<file path="config.mk">
export PLATFORM = sky130hd
export DESIGN_NAME = audio_voice_mixer_top
export DESIGN_NICKNAME = d
export VERILOG_FILES = /design/src/hdl/avm_pkg.sv /design/src/hdl/audio_voice_mixer_top.sv /design/src/hdl/avm_ram.sv /design/src/hdl/avm_ctrl.sv /design/src/hdl/avm_datapath.sv
export SDC_FILE = /design/constraint.sdc
export NUM_CORES = 2
export LEC_CHECK = 0
export BUFFER_PORTS_ARGS = -buffer_cell sky130_fd_sc_hd__buf_2
export CORE_ASPECT_RATIO = 1.2
export CORE_MARGIN = 1
export CORE_UTILIZATION = 39
export DETAILED_ROUTE_END_ITERATION = 16
export GPL_ROUTABILITY_DRIVEN = 0
export PLACE_DENSITY = 0.61
export RECOVER_POWER = 100
export SLEW_MARGIN = 20
export SYNTH_ARGS = -nofsm -noshare
export SYNTH_HDL_FRONTEND = slang
export SYNTH_SLANG_ARGS = --single-unit
</file>
<file path="constraint.sdc">
create_clock -name clk_i -period 16.9 [get_ports clk_i]
set_input_delay 3.38 -clock clk_i [delete_from_list [all_inputs] [get_ports clk_i]]
set_output_delay 3.38 -clock clk_i [all_outputs]
set_load 0.1 [all_outputs]
</file>
<file path="src/hdl/avm_pkg.sv">
`timescale 1ns / 1ps
// ----------------------------------------------------------------------------
// avm_pkg: shared types and constants of the voice mixer
// Buffer geometry, fixed-point limits, controller states and the
// command/status bundles between controller and datapath.
// ----------------------------------------------------------------------------
package avm_pkg;

  localparam int CHUNK        = 32;
  localparam int MAX_CHANNELS = 2;
  localparam int BUF_DEPTH    = CHUNK * MAX_CHANNELS;
  localparam int BUF_W        = 18;
  localparam int ADDR_W       = $clog2(BUF_DEPTH);

  localparam logic [1:0]  OUT_CH_RESET = 2'd2;
  localparam logic        REG_OUT_CHANNELS = 1'b0;  // register index bit
  localparam logic [15:0] GAIN_ONE     = 16'd32768;
  localparam logic [15:0] OUT_MAX      = 16'd32767;
  localparam logic [15:0] DIV_K        = 16'd32767;  // 131068 / 4
  localparam logic signed [19:0] W_MAX = 20'sd131071;
  localparam logic signed [19:0] W_MIN = -20'sd131072;

  typedef enum logic [2:0] {
    S_IDLE,
    S_SCALE,
    S_READ,
    S_MUL,
    S_WRITE,
    S_DREAD,
    S_DLOAD
  } avm_state_e;

  typedef struct packed {
    logic latch;      // capture input item
    logic scale_en;   // register gain-scaled samples
    logic rd_en;      // issue buffer read for current step
    logic mul_en;     // register |a|*|b|
    logic wr_en;      // write mixed value back
    logic out_load;   // load output register from read data
    logic row_clear;  // invalidate both channels of the slot
    logic step;       // channel step 0 or 1
  } avm_cmd_t;

  typedef struct packed {
    logic two_steps;  // add item touches two steps
    logic oc_two;     // two output channels
    logic out_free;   // output register can take a result
  } avm_status_t;

  function automatic logic [BUF_W-1:0] mag18(input logic [BUF_W-1:0] v);
    mag18 = v[BUF_W-1] ? (~v + 18'd1) : v;
  endfunction

endpackage

</file>
<file path="src/hdl/audio_voice_mixer_top.sv">
`timescale 1ns / 1ps
// ----------------------------------------------------------------------------
// audio_voice_mixer_top: nonlinear voice mixer over a one-chunk buffer
// Usage:
//   Input channel (in_valid_i / in_stall_o): opcode 0 adds one voice frame
//   into slot frame_slot_i, opcode 1 drains that slot. A transfer occurs
//   when valid is high and stall is low.
//   Output channel (out_valid_o / out_stall_i): a drain yields one transfer
//   per output channel, channel 0 first, last_o on the final one.
//   APB port: register 0 (byte address 0) is out_channels, reset 2.
//   Sequencing: an add keeps the input stalled after its transfer while it
//   reads, multiplies and writes each buffer entry that it touches, one or
//   two, through the one RAM port. A drain reads each output channel's
//   entry and then loads it into the output register, one channel after
//   the other.
//   A result waiting in the output register does not block new items; a
//   stalled receiver holds off the next result load, and the input stays
//   stalled while a drain waits on it.
//   Reset clears all entry valid bits, so the buffer reads as zero right
//   away; no clearing pass is run.
// ----------------------------------------------------------------------------
module audio_voice_mixer_top (
  input  logic               clk_i,
  input  logic               rst_ni,
  // input channel
  input  logic               in_valid_i,
  output logic               in_stall_o,
  input  logic               opcode_i,
  input  logic [4:0]         frame_slot_i,
  input  logic [1:0]         voice_channels_i,
  input  logic signed [15:0] sample_first_i,
  input  logic signed [15:0] sample_second_i,
  input  logic [15:0]        gain_i,
  // output channel
  output logic               out_valid_o,
  input  logic               out_stall_i,
  output logic [4:0]         out_frame_o,
  output logic               out_chan_o,
  output logic signed [15:0] out_sample_o,
  output logic               last_o,
  // APB configuration port
  input  logic               psel,
  input  logic               penable,
  input  logic               pwrite,
  input  logic [2:0]         paddr,
  input  logic [31:0]        pwdata,
  output logic [31:0]        prdata,
  output logic               pready
);
  import avm_pkg::*;

  // out_channels register; write decode looks at the word index bit only
  logic [1:0] oc_q, oc_d;
  logic       cfg_wr;

  assign pready = 1'b1;
  assign cfg_wr = psel && penable && pwrite && pready && (paddr[2] == REG_OUT_CHANNELS);

  always_comb begin
    oc_d = oc_q;
    if (cfg_wr) begin
      oc_d = pwdata[1:0];
    end
  end

  always_ff @(posedge clk_i or negedge rst_ni) begin
    if (!rst_ni) begin
      oc_q <= OUT_CH_RESET;
    end else begin
      oc_q <= oc_d;
    end
  end

  assign prdata = (paddr[2] == REG_OUT_CHANNELS) ? {30'b0, oc_q} : 32'b0;

  // zero acts as one and three as two: the upper bit alone says "stereo"
  avm_cmd_t    cmd;
  avm_status_t status;

  avm_ctrl u_ctrl (
    .clk_i      (clk_i),
    .rst_ni     (rst_ni),
    .in_valid_i (in_valid_i),
    .opcode_i   (opcode_i),
    .status_i   (status),
    .in_stall_o (in_stall_o),
    .cmd_o      (cmd)
  );

  avm_datapath u_dp (
    .clk_i            (clk_i),
    .rst_ni           (rst_ni),
    .cmd_i            (cmd),
    .status_o         (status),
    .oc_two_i         (oc_q[1]),
    .opcode_i         (opcode_i),
    .frame_slot_i     (frame_slot_i),
    .voice_channels_i (voice_channels_i),
    .sample_first_i   (sample_first_i),
    .sample_second_i  (sample_second_i),
    .gain_i           (gain_i),
    .out_valid_o      (out_valid_o),
    .out_stall_i      (out_stall_i),
    .out_frame_o      (out_frame_o),
    .out_chan_o       (out_chan_o),
    .out_sample_o     (out_sample_o),
    .last_o           (last_o)
  );

`ifndef ASSERT_OFF
  // an accepted item always keeps the block busy in the next cycle
  a_busy_after_accept: assert property (@(posedge clk_i) disable iff (!rst_ni)
    in_valid_i && !in_stall_o |=> in_stall_o)
    else $error("block ready right after accepting an item");

  // write-back only follows the multiply stage
  a_write_after_mul: assert property (@(posedge clk_i) disable iff (!rst_ni)
    cmd.wr_en |-> $past(cmd.mul_en))
    else $error("buffer write without preceding multiply");

  // slot is invalidated only together with its final result load
  a_clear_with_load: assert property (@(posedge clk_i) disable iff (!rst_ni)
    cmd.row_clear |-> cmd.out_load && !cmd.wr_en)
    else $error("row cleared outside final drain load");
`endif

endmodule

</file>
<file path="src/hdl/avm_ram.sv">
`timescale 1ns / 1ps
// ----------------------------------------------------------------------------
// avm_ram: generic single-port-write, single-port-read RAM
// One write and one registered read per cycle.
// ----------------------------------------------------------------------------
module avm_ram #(
  parameter int WIDTH = 18,
  parameter int DEPTH = 64
) (
  input  logic                     clk_i,
  input  logic                     we_i,
  input  logic [$clog2(DEPTH)-1:0] waddr_i,
  input  logic [WIDTH-1:0]         wdata_i,
  input  logic                     re_i,
  input  logic [$clog2(DEPTH)-1:0] raddr_i,
  output logic [WIDTH-1:0]         rdata_o
);

  logic [WIDTH-1:0] mem_q [DEPTH];
  logic [WIDTH-1:0] rdata_q;

  always_ff @(posedge clk_i) begin
    if (we_i) begin
      mem_q[waddr_i] <= wdata_i;
    end
    if (re_i) begin
      rdata_q <= mem_q[raddr_i];
    end
  end

  assign rdata_o = rdata_q;

endmodule

</file>
<file path="src/hdl/avm_ctrl.sv">
`timescale 1ns / 1ps
// ----------------------------------------------------------------------------
// avm_ctrl: sequencer of the voice mixer
// Steps add items through scale / read / multiply / write and drain
// items through read / load for each channel.
// ----------------------------------------------------------------------------
module avm_ctrl (
  input  logic                 clk_i,
  input  logic                 rst_ni,
  input  logic                 in_valid_i,
  input  logic                 opcode_i,
  input  avm_pkg::avm_status_t status_i,
  output logic                 in_stall_o,
  output avm_pkg::avm_cmd_t    cmd_o
);
  import avm_pkg::*;

  avm_state_e state_q, state_d;
  logic       step_q, step_d;

  always_ff @(posedge clk_i or negedge rst_ni) begin
    if (!rst_ni) begin
      state_q <= S_IDLE;
      step_q  <= 1'b0;
    end else begin
      state_q <= state_d;
      step_q  <= step_d;
    end
  end

  always_comb begin
    state_d    = state_q;
    step_d     = step_q;
    cmd_o      = '0;
    cmd_o.step = step_q;
    in_stall_o = 1'b1;
    unique case (state_q)
      S_IDLE: begin
        in_stall_o = 1'b0;
        step_d     = 1'b0;
        if (in_valid_i) begin
          cmd_o.latch = 1'b1;
          state_d     = opcode_i ? S_DREAD : S_SCALE;
        end
      end
      S_SCALE: begin
        cmd_o.scale_en = 1'b1;
        cmd_o.rd_en    = 1'b1;
        state_d        = S_MUL;
      end
      S_READ: begin
        cmd_o.rd_en = 1'b1;
        state_d     = S_MUL;
      end
      S_MUL: begin
        cmd_o.mul_en = 1'b1;
        state_d      = S_WRITE;
      end
      S_WRITE: begin
        cmd_o.wr_en = 1'b1;
        if (!step_q && status_i.two_steps) begin
          step_d  = 1'b1;
          state_d = S_READ;
        end else begin
          state_d = S_IDLE;
        end
      end
      S_DREAD: begin
        cmd_o.rd_en = 1'b1;
        state_d     = S_DLOAD;
      end
      S_DLOAD: begin
        if (status_i.out_free) begin
          cmd_o.out_load = 1'b1;
          if (!step_q && status_i.oc_two) begin
            step_d  = 1'b1;
            state_d = S_DREAD;
          end else begin
            cmd_o.row_clear = 1'b1;
            state_d         = S_IDLE;
          end
        end
      end
      default: state_d = S_IDLE;
    endcase
  end

endmodule

</file>
<file path="src/hdl/avm_datapath.sv">
`timescale 1ns / 1ps
// ----------------------------------------------------------------------------
// avm_datapath: arithmetic and storage of the voice mixer
// Gain scaling, nonlinear pair mix, buffer RAM with valid bits and the
// output register.
// ----------------------------------------------------------------------------
module avm_datapath (
  input  logic                 clk_i,
  input  logic                 rst_ni,
  input  avm_pkg::avm_cmd_t    cmd_i,
  output avm_pkg::avm_status_t status_o,
  input  logic                 oc_two_i,
  input  logic                 opcode_i,
  input  logic [4:0]           frame_slot_i,
  input  logic [1:0]           voice_channels_i,
  input  logic signed [15:0]   sample_first_i,
  input  logic signed [15:0]   sample_second_i,
  input  logic [15:0]          gain_i,
  output logic                 out_valid_o,
  input  logic                 out_stall_i,
  output logic [4:0]           out_frame_o,
  output logic                 out_chan_o,
  output logic signed [15:0]   out_sample_o,
  output logic                 last_o
);
  import avm_pkg::*;

  // latched item
  logic              drain_q;
  logic [4:0]        slot_q;
  logic              vc_two_q;
  logic [15:0]       s0_q, s1_q, gain_q;

  // scaled samples, mix operands
  logic [BUF_W-1:0]  v0_q, v1_q, a_q, b_q;
  logic [35:0]       prod_q;
  logic [ADDR_W-1:0] addr_q;
  logic              vld_rd_q;
  logic [BUF_DEPTH-1:0] vld_q, vld_d;

  logic              out_valid_q, out_valid_d;
  logic [4:0]        out_frame_q;
  logic              out_chan_q, last_q;
  logic [15:0]       out_sample_q;

  always_ff @(posedge clk_i) begin
    if (cmd_i.latch) begin
      drain_q  <= opcode_i;
      slot_q   <= frame_slot_i;
      vc_two_q <= voice_channels_i[1];
      s0_q     <= sample_first_i;
      s1_q     <= sample_second_i;
      gain_q   <= gain_i;
    end
  end

  // gain scaling: trunc(|s| * g / 8192) with sign restored
  function automatic logic [BUF_W-1:0] scale(input logic [15:0] s, input logic [15:0] g);
    logic [16:0] s17, mag;
    logic [32:0] p;
    logic [BUF_W-1:0] sh;
    s17 = {s[15], s};
    mag = s17[16] ? (~s17 + 17'd1) : s17;
    p   = 33'(mag) * 33'(g);
    sh  = p[30:13];
    scale = s[15] ? (18'd0 - sh) : sh;
  endfunction

  logic [15:0] gain_c;
  assign gain_c = (gain_q > GAIN_ONE) ? GAIN_ONE : gain_q;

  always_ff @(posedge clk_i) begin
    if (cmd_i.scale_en) begin
      v0_q <= scale(s0_q, gain_c);
      v1_q <= scale(s1_q, gain_c);
    end
  end

  // buffer addressing
  logic              ch;
  logic [ADDR_W-1:0] raddr;
  assign ch    = drain_q ? cmd_i.step : (cmd_i.step & oc_two_i);
  assign raddr = {slot_q, ch};

  logic [BUF_W-1:0] rdata, wdata, a_cur;
  assign a_cur = vld_rd_q ? rdata : '0;

  always_ff @(posedge clk_i) begin
    if (cmd_i.rd_en) begin
      addr_q   <= raddr;
      vld_rd_q <= vld_q[raddr];
    end
  end

  always_ff @(posedge clk_i) begin
    if (cmd_i.mul_en) begin
      a_q    <= a_cur;
      b_q    <= (cmd_i.step & vc_two_q) ? v1_q : v0_q;
      prod_q <= 36'(mag18(a_cur)) * 36'(mag18((cmd_i.step & vc_two_q) ? v1_q : v0_q));
    end
  end

  // correction = floor(prod / 131068) = floor((prod >> 2) / 32767)
  logic [32:0]      quo;
  logic [17:0]      q0, corr;
  logic [18:0]      r1;
  logic [3:0]       q1;
  logic [15:0]      r2;
  logic             adj, a_pos, b_pos, a_neg, b_neg;
  logic signed [19:0] sum;

  always_comb begin
    quo  = prod_q[34:2];
    q0   = quo[32:15];
    r1   = {4'b0, quo[14:0]} + {1'b0, q0};
    q1   = r1[18:15];
    r2   = {1'b0, r1[14:0]} + {12'b0, q1};
    adj  = (r2 >= DIV_K);
    corr = q0 + 18'(q1) + 18'(adj);
    a_neg = a_q[BUF_W-1];
    b_neg = b_q[BUF_W-1];
    a_pos = !a_neg && (a_q != '0);
    b_pos = !b_neg && (b_q != '0);
    sum  = $signed({{2{a_q[BUF_W-1]}}, a_q}) + $signed({{2{b_q[BUF_W-1]}}, b_q});
    if (a_pos && b_pos) begin
      sum = sum - $signed({2'b0, corr});
    end else if (a_neg && b_neg) begin
      sum = sum + $signed({2'b0, corr});
    end
    if (sum > W_MAX) begin
      wdata = W_MAX[BUF_W-1:0];
    end else if (sum < W_MIN) begin
      wdata = W_MIN[BUF_W-1:0];
    end else begin
      wdata = sum[BUF_W-1:0];
    end
  end

  avm_ram #(
    .WIDTH (BUF_W),
    .DEPTH (BUF_DEPTH)
  ) u_buf (
    .clk_i   (clk_i),
    .we_i    (cmd_i.wr_en),
    .waddr_i (addr_q),
    .wdata_i (wdata),
    .re_i    (cmd_i.rd_en),
    .raddr_i (raddr),
    .rdata_o (rdata)
  );

  // valid bits: unwritten or drained entries read as zero
  always_comb begin
    vld_d = vld_q;
    if (cmd_i.wr_en) begin
      vld_d[addr_q] = 1'b1;
    end
    if (cmd_i.row_clear) begin
      vld_d[{slot_q, 1'b0}] = 1'b0;
      vld_d[{slot_q, 1'b1}] = 1'b0;
    end
  end

  always_ff @(posedge clk_i or negedge rst_ni) begin
    if (!rst_ni) begin
      vld_q <= '0;
    end else begin
      vld_q <= vld_d;
    end
  end

  // output conversion: trunc(w / 4) saturated to +-32767
  logic [BUF_W-1:0] w_mag;
  logic [15:0]      m, mc;
  always_comb begin
    w_mag = mag18(a_cur);
    m     = w_mag[17:2];
    mc    = (m > OUT_MAX) ? OUT_MAX : m;
  end

  always_comb begin
    out_valid_d = out_valid_q;
    if (cmd_i.out_load) begin
      out_valid_d = 1'b1;
    end else if (!out_stall_i) begin
      out_valid_d = 1'b0;
    end
  end

  always_ff @(posedge clk_i or negedge rst_ni) begin
    if (!rst_ni) begin
      out_valid_q <= 1'b0;
    end else begin
      out_valid_q <= out_valid_d;
    end
  end

  always_ff @(posedge clk_i) begin
    if (cmd_i.out_load) begin
      out_frame_q  <= slot_q;
      out_chan_q   <= cmd_i.step;
      out_sample_q <= a_cur[BUF_W-1] ? (16'd0 - mc) : mc;
      last_q       <= cmd_i.step | ~oc_two_i;
    end
  end

  assign status_o.two_steps = vc_two_q | oc_two_i;
  assign status_o.oc_two    = oc_two_i;
  assign status_o.out_free  = !out_valid_q || !out_stall_i;

  assign out_valid_o  = out_valid_q;
  assign out_frame_o  = out_frame_q;
  assign out_chan_o   = out_chan_q;
  assign out_sample_o = out_sample_q;
  assign last_o       = last_q;

endmodule

</file>
==> metrics.txt <==
status=finished, violations left; failing checks=capacitance limit, slew limit; worst hold path class=flop to flop; Yosys top cell area share=46.8%; Area Growth Syn to Fin=11.0%; hold path depth=1; Clock Latency Late Sink=slightly above 800 ps; share of layout cells above drive strength 1=11.5%; Num CTS Buffers=about 150; fill count=~20,000; RSZ-0062 raised after global routing=no; async set-or-reset flop fraction in the synthesized netlist=around 5.0%; largest net degree at the start of global routing=~140; Final ANT Viol Nets=0; kind of critical path=flop to flop; I/O pin cnt=roughly 160; Row Count=approximately 190; post_cts resized=0; global-route wire length before repair=between 300,000 and 400,000 µm; period utilization=80.9%; sequential fraction of the synthesis area=slightly below 50%; top post-synthesis cells by count=1,360 x edfxtp_1, 864 x inv_1, 703 x nand2_1; final setup vio count=0; largest area contributor in the netlist=edfxtp_1; Final nets=7,875; H-tree depth=4; setup TNS=0 ps; Mean Syn Cell Area=about 13 µm²; Main synth FF type=edfxtp_1; post-CTS setup buffers=0; Global Route Usage Sum=20.0%; Final HPWL DP=about 150,000 µm; Post-synth EDFFs=between 1,000 and 1,500; fmax=roughly 0.073 GHz; Worst setup SP type=flop; Remaining Overflow, GRT=0; core region area=222,000 µm²; drt first-iter violations=about 4,300; WP data required=16,970 ps; CTS tree=built; Critical Path End Type=flop; top-count cell post-synth=edfxtp_1; gate count of the mapped netlist=approximately 6,600; via count=about 53,000; max_slew headroom=-506%; hold_sp=u_dp.vld_q[39]; fin. max-slew vios=roughly 1,900; clock root buffer=clkbuf_16; Worst Max-Slew Pin Slew=around 9100 ps; area of the multi-input gates=roughly 41,000 µm²; Netlist cell types=a little over 90; Post-Syn Area=87,200 µm²; CTS sink cnt=roughly 1,400; DRC=0; worst r2r path cells=39; TritonRoute pass-1 iters=6; arrival time worst endpoint=between 10,000 and 15,000 ps; Clock Skews=64.3 ps; Crit. Startpoint=u_dp.prod_q[17]; Max Cap Viol=50; post-layout min period=13,670 ps; Hold Fails Final Rpt=0; initial antenna violation count=9; hold buffer count at CTS=0; CP max stage cell=clkbuf_1; FF+latch area=roughly 43,000 µm²; Clock Pin Slew Worst Setup and Hold Paths=about 60 ps; Port Buffer Count=between 90 and 100; Seq cells post-synth=between 1,000 and 1,500; die area=225,000 µm²; FF-to-FF Start=u_dp.prod_q[17]; CTS Buffer Depth=3; Routed WL=about 220,000 µm; max incr delay on CP=between 2000 and 2500 ps; CP max FO=64; Yosys Warn Count=0; Vias/cell=approximately 5.4; die height=roughly 520 µm; vias in the first global route=~56,000; width of the die=between 400 and 500 µm; initial core utilization=roughly 39%; drt wl/cell=22.6 µm; top post-synthesis cells by area=edfxtp_1 47%, fa_1 15%, mux4_2 7.9%
==> layout by cell type (no fill, tap or decap), drive strengths merged, types with 59 or more instances in the layout <==
cell type and count:
o21ai 125, dfrtp 70, o22ai 79, mux4 304
edfxtp 1360, conb 59, inv 868, mux2i 176
clkbuf 329, xor2 76, buf 143, clkinv 63
fa 674, xnor2 186, ha 370, and2 87
nand2 703, nor2 417, a21oi 167
==> per-layer routing <==
| metal | vias to the layer above | wire (µm) | global-route usage (%) |
|---|---|---|---|
| li1 | 23000 | - | - |
| met1 | 27400 | 87200 | 25.3 |
| met2 | 1738 | 111000 | 34.3 |
| met3 | 422 | 14700 | 3.14 |
| met4 | 4 | 9440 | 7.81 |
| met5 | - | 25 | 0 |
==> logic make-up (layout without fill, tap and decap cells) <==
kind of cell	count (synthesis)	count (layout)	synth area share (%)
adders and majority gates	1044	1044	20.8
AOI/OAI and AO/OA	615	615	4.50
buffers and inverters	1191	1418	5.29
DFF	1431	1431	48.9
muxes	488	488	10.0
xor gates and xnor gates	263	263	2.66
and+or+nand+nor	1540	1540	7.87
other	2	64	0.00861
==> critical path, delay by kind of cell (launching register included) <==
family	cells	cell delay, ps
AO/OA/AOI/OAI	19	4350
XOR/XNOR	4	1310
flip-flops	1	410
AND/OR/NAND/NOR	8	1940
buffers and inverters	2	2560
adder cells (fa/ha/maj)	6	2340
==> per-stage QoR <==
step	setup slack, ps	std cells	hold WS [ps]	util, %	area, µm²
2_1_floorplan	4760	6631	423	-	87400
3_3_place_gp	5230	9542	464	41.6	92200
3_5_place_dp	5060	9542	472	41.6	92200
4_1_cts	4970	9818	486	43.9	97200
5_1_grt	2140	9820	492	43.7	96700
6_report	3230	9823	487	43.7	96700
==> state kept, by name, summed over array words and instances, names as in the netlist, 2 cells and up <==
register            count
u_dp.a_q               18
u_dp.u_buf.mem_q     1152
u_dp.addr_q             6
u_dp.prod_q            33
u_dp.b_q               18
u_dp.vld_q             64
u_dp.gain_q            16
u_dp.out_sample_o      16
oc_q                    2
u_dp.u_buf.rdata_o     18
u_dp.slot_q             5
u_dp.v0_q              18
u_dp.v1_q              18
u_ctrl.state_q          3
u_dp.s0_q              16
u_dp.out_frame_o        5
u_dp.s1_q              16
==> area by class of cell <==
cell class | count | area share (%)
inverters | 866 | 3.36
well taps | 2960 | 3.83
multi-input cells | 4009 | 42.0
repair buffers | 276 | 1.52
flip-flops and latches | 1431 | 44.1
clock buffers | 196 | 4.10
clock inverters | 80 | 1.08
diodes | 5 | 0.0129
==> final timing paths <==
kind                                             to  slack, ps
max reg2reg                u_dp.u_buf.mem_q[42][11]       3230
min reg2reg                          u_dp.vld_q[39]        490
max in group asynchronous                   oc_q[0]      10180
min                                  u_dp.vld_q[39]        490
min in group asynchronous            u_dp.vld_q[38]       4150
max                        u_dp.u_buf.mem_q[42][11]       3230
Power is left out: the tool's default activity adds up to more than one toggle a clock period on the data nets, which glitch-free logic cannot reach.
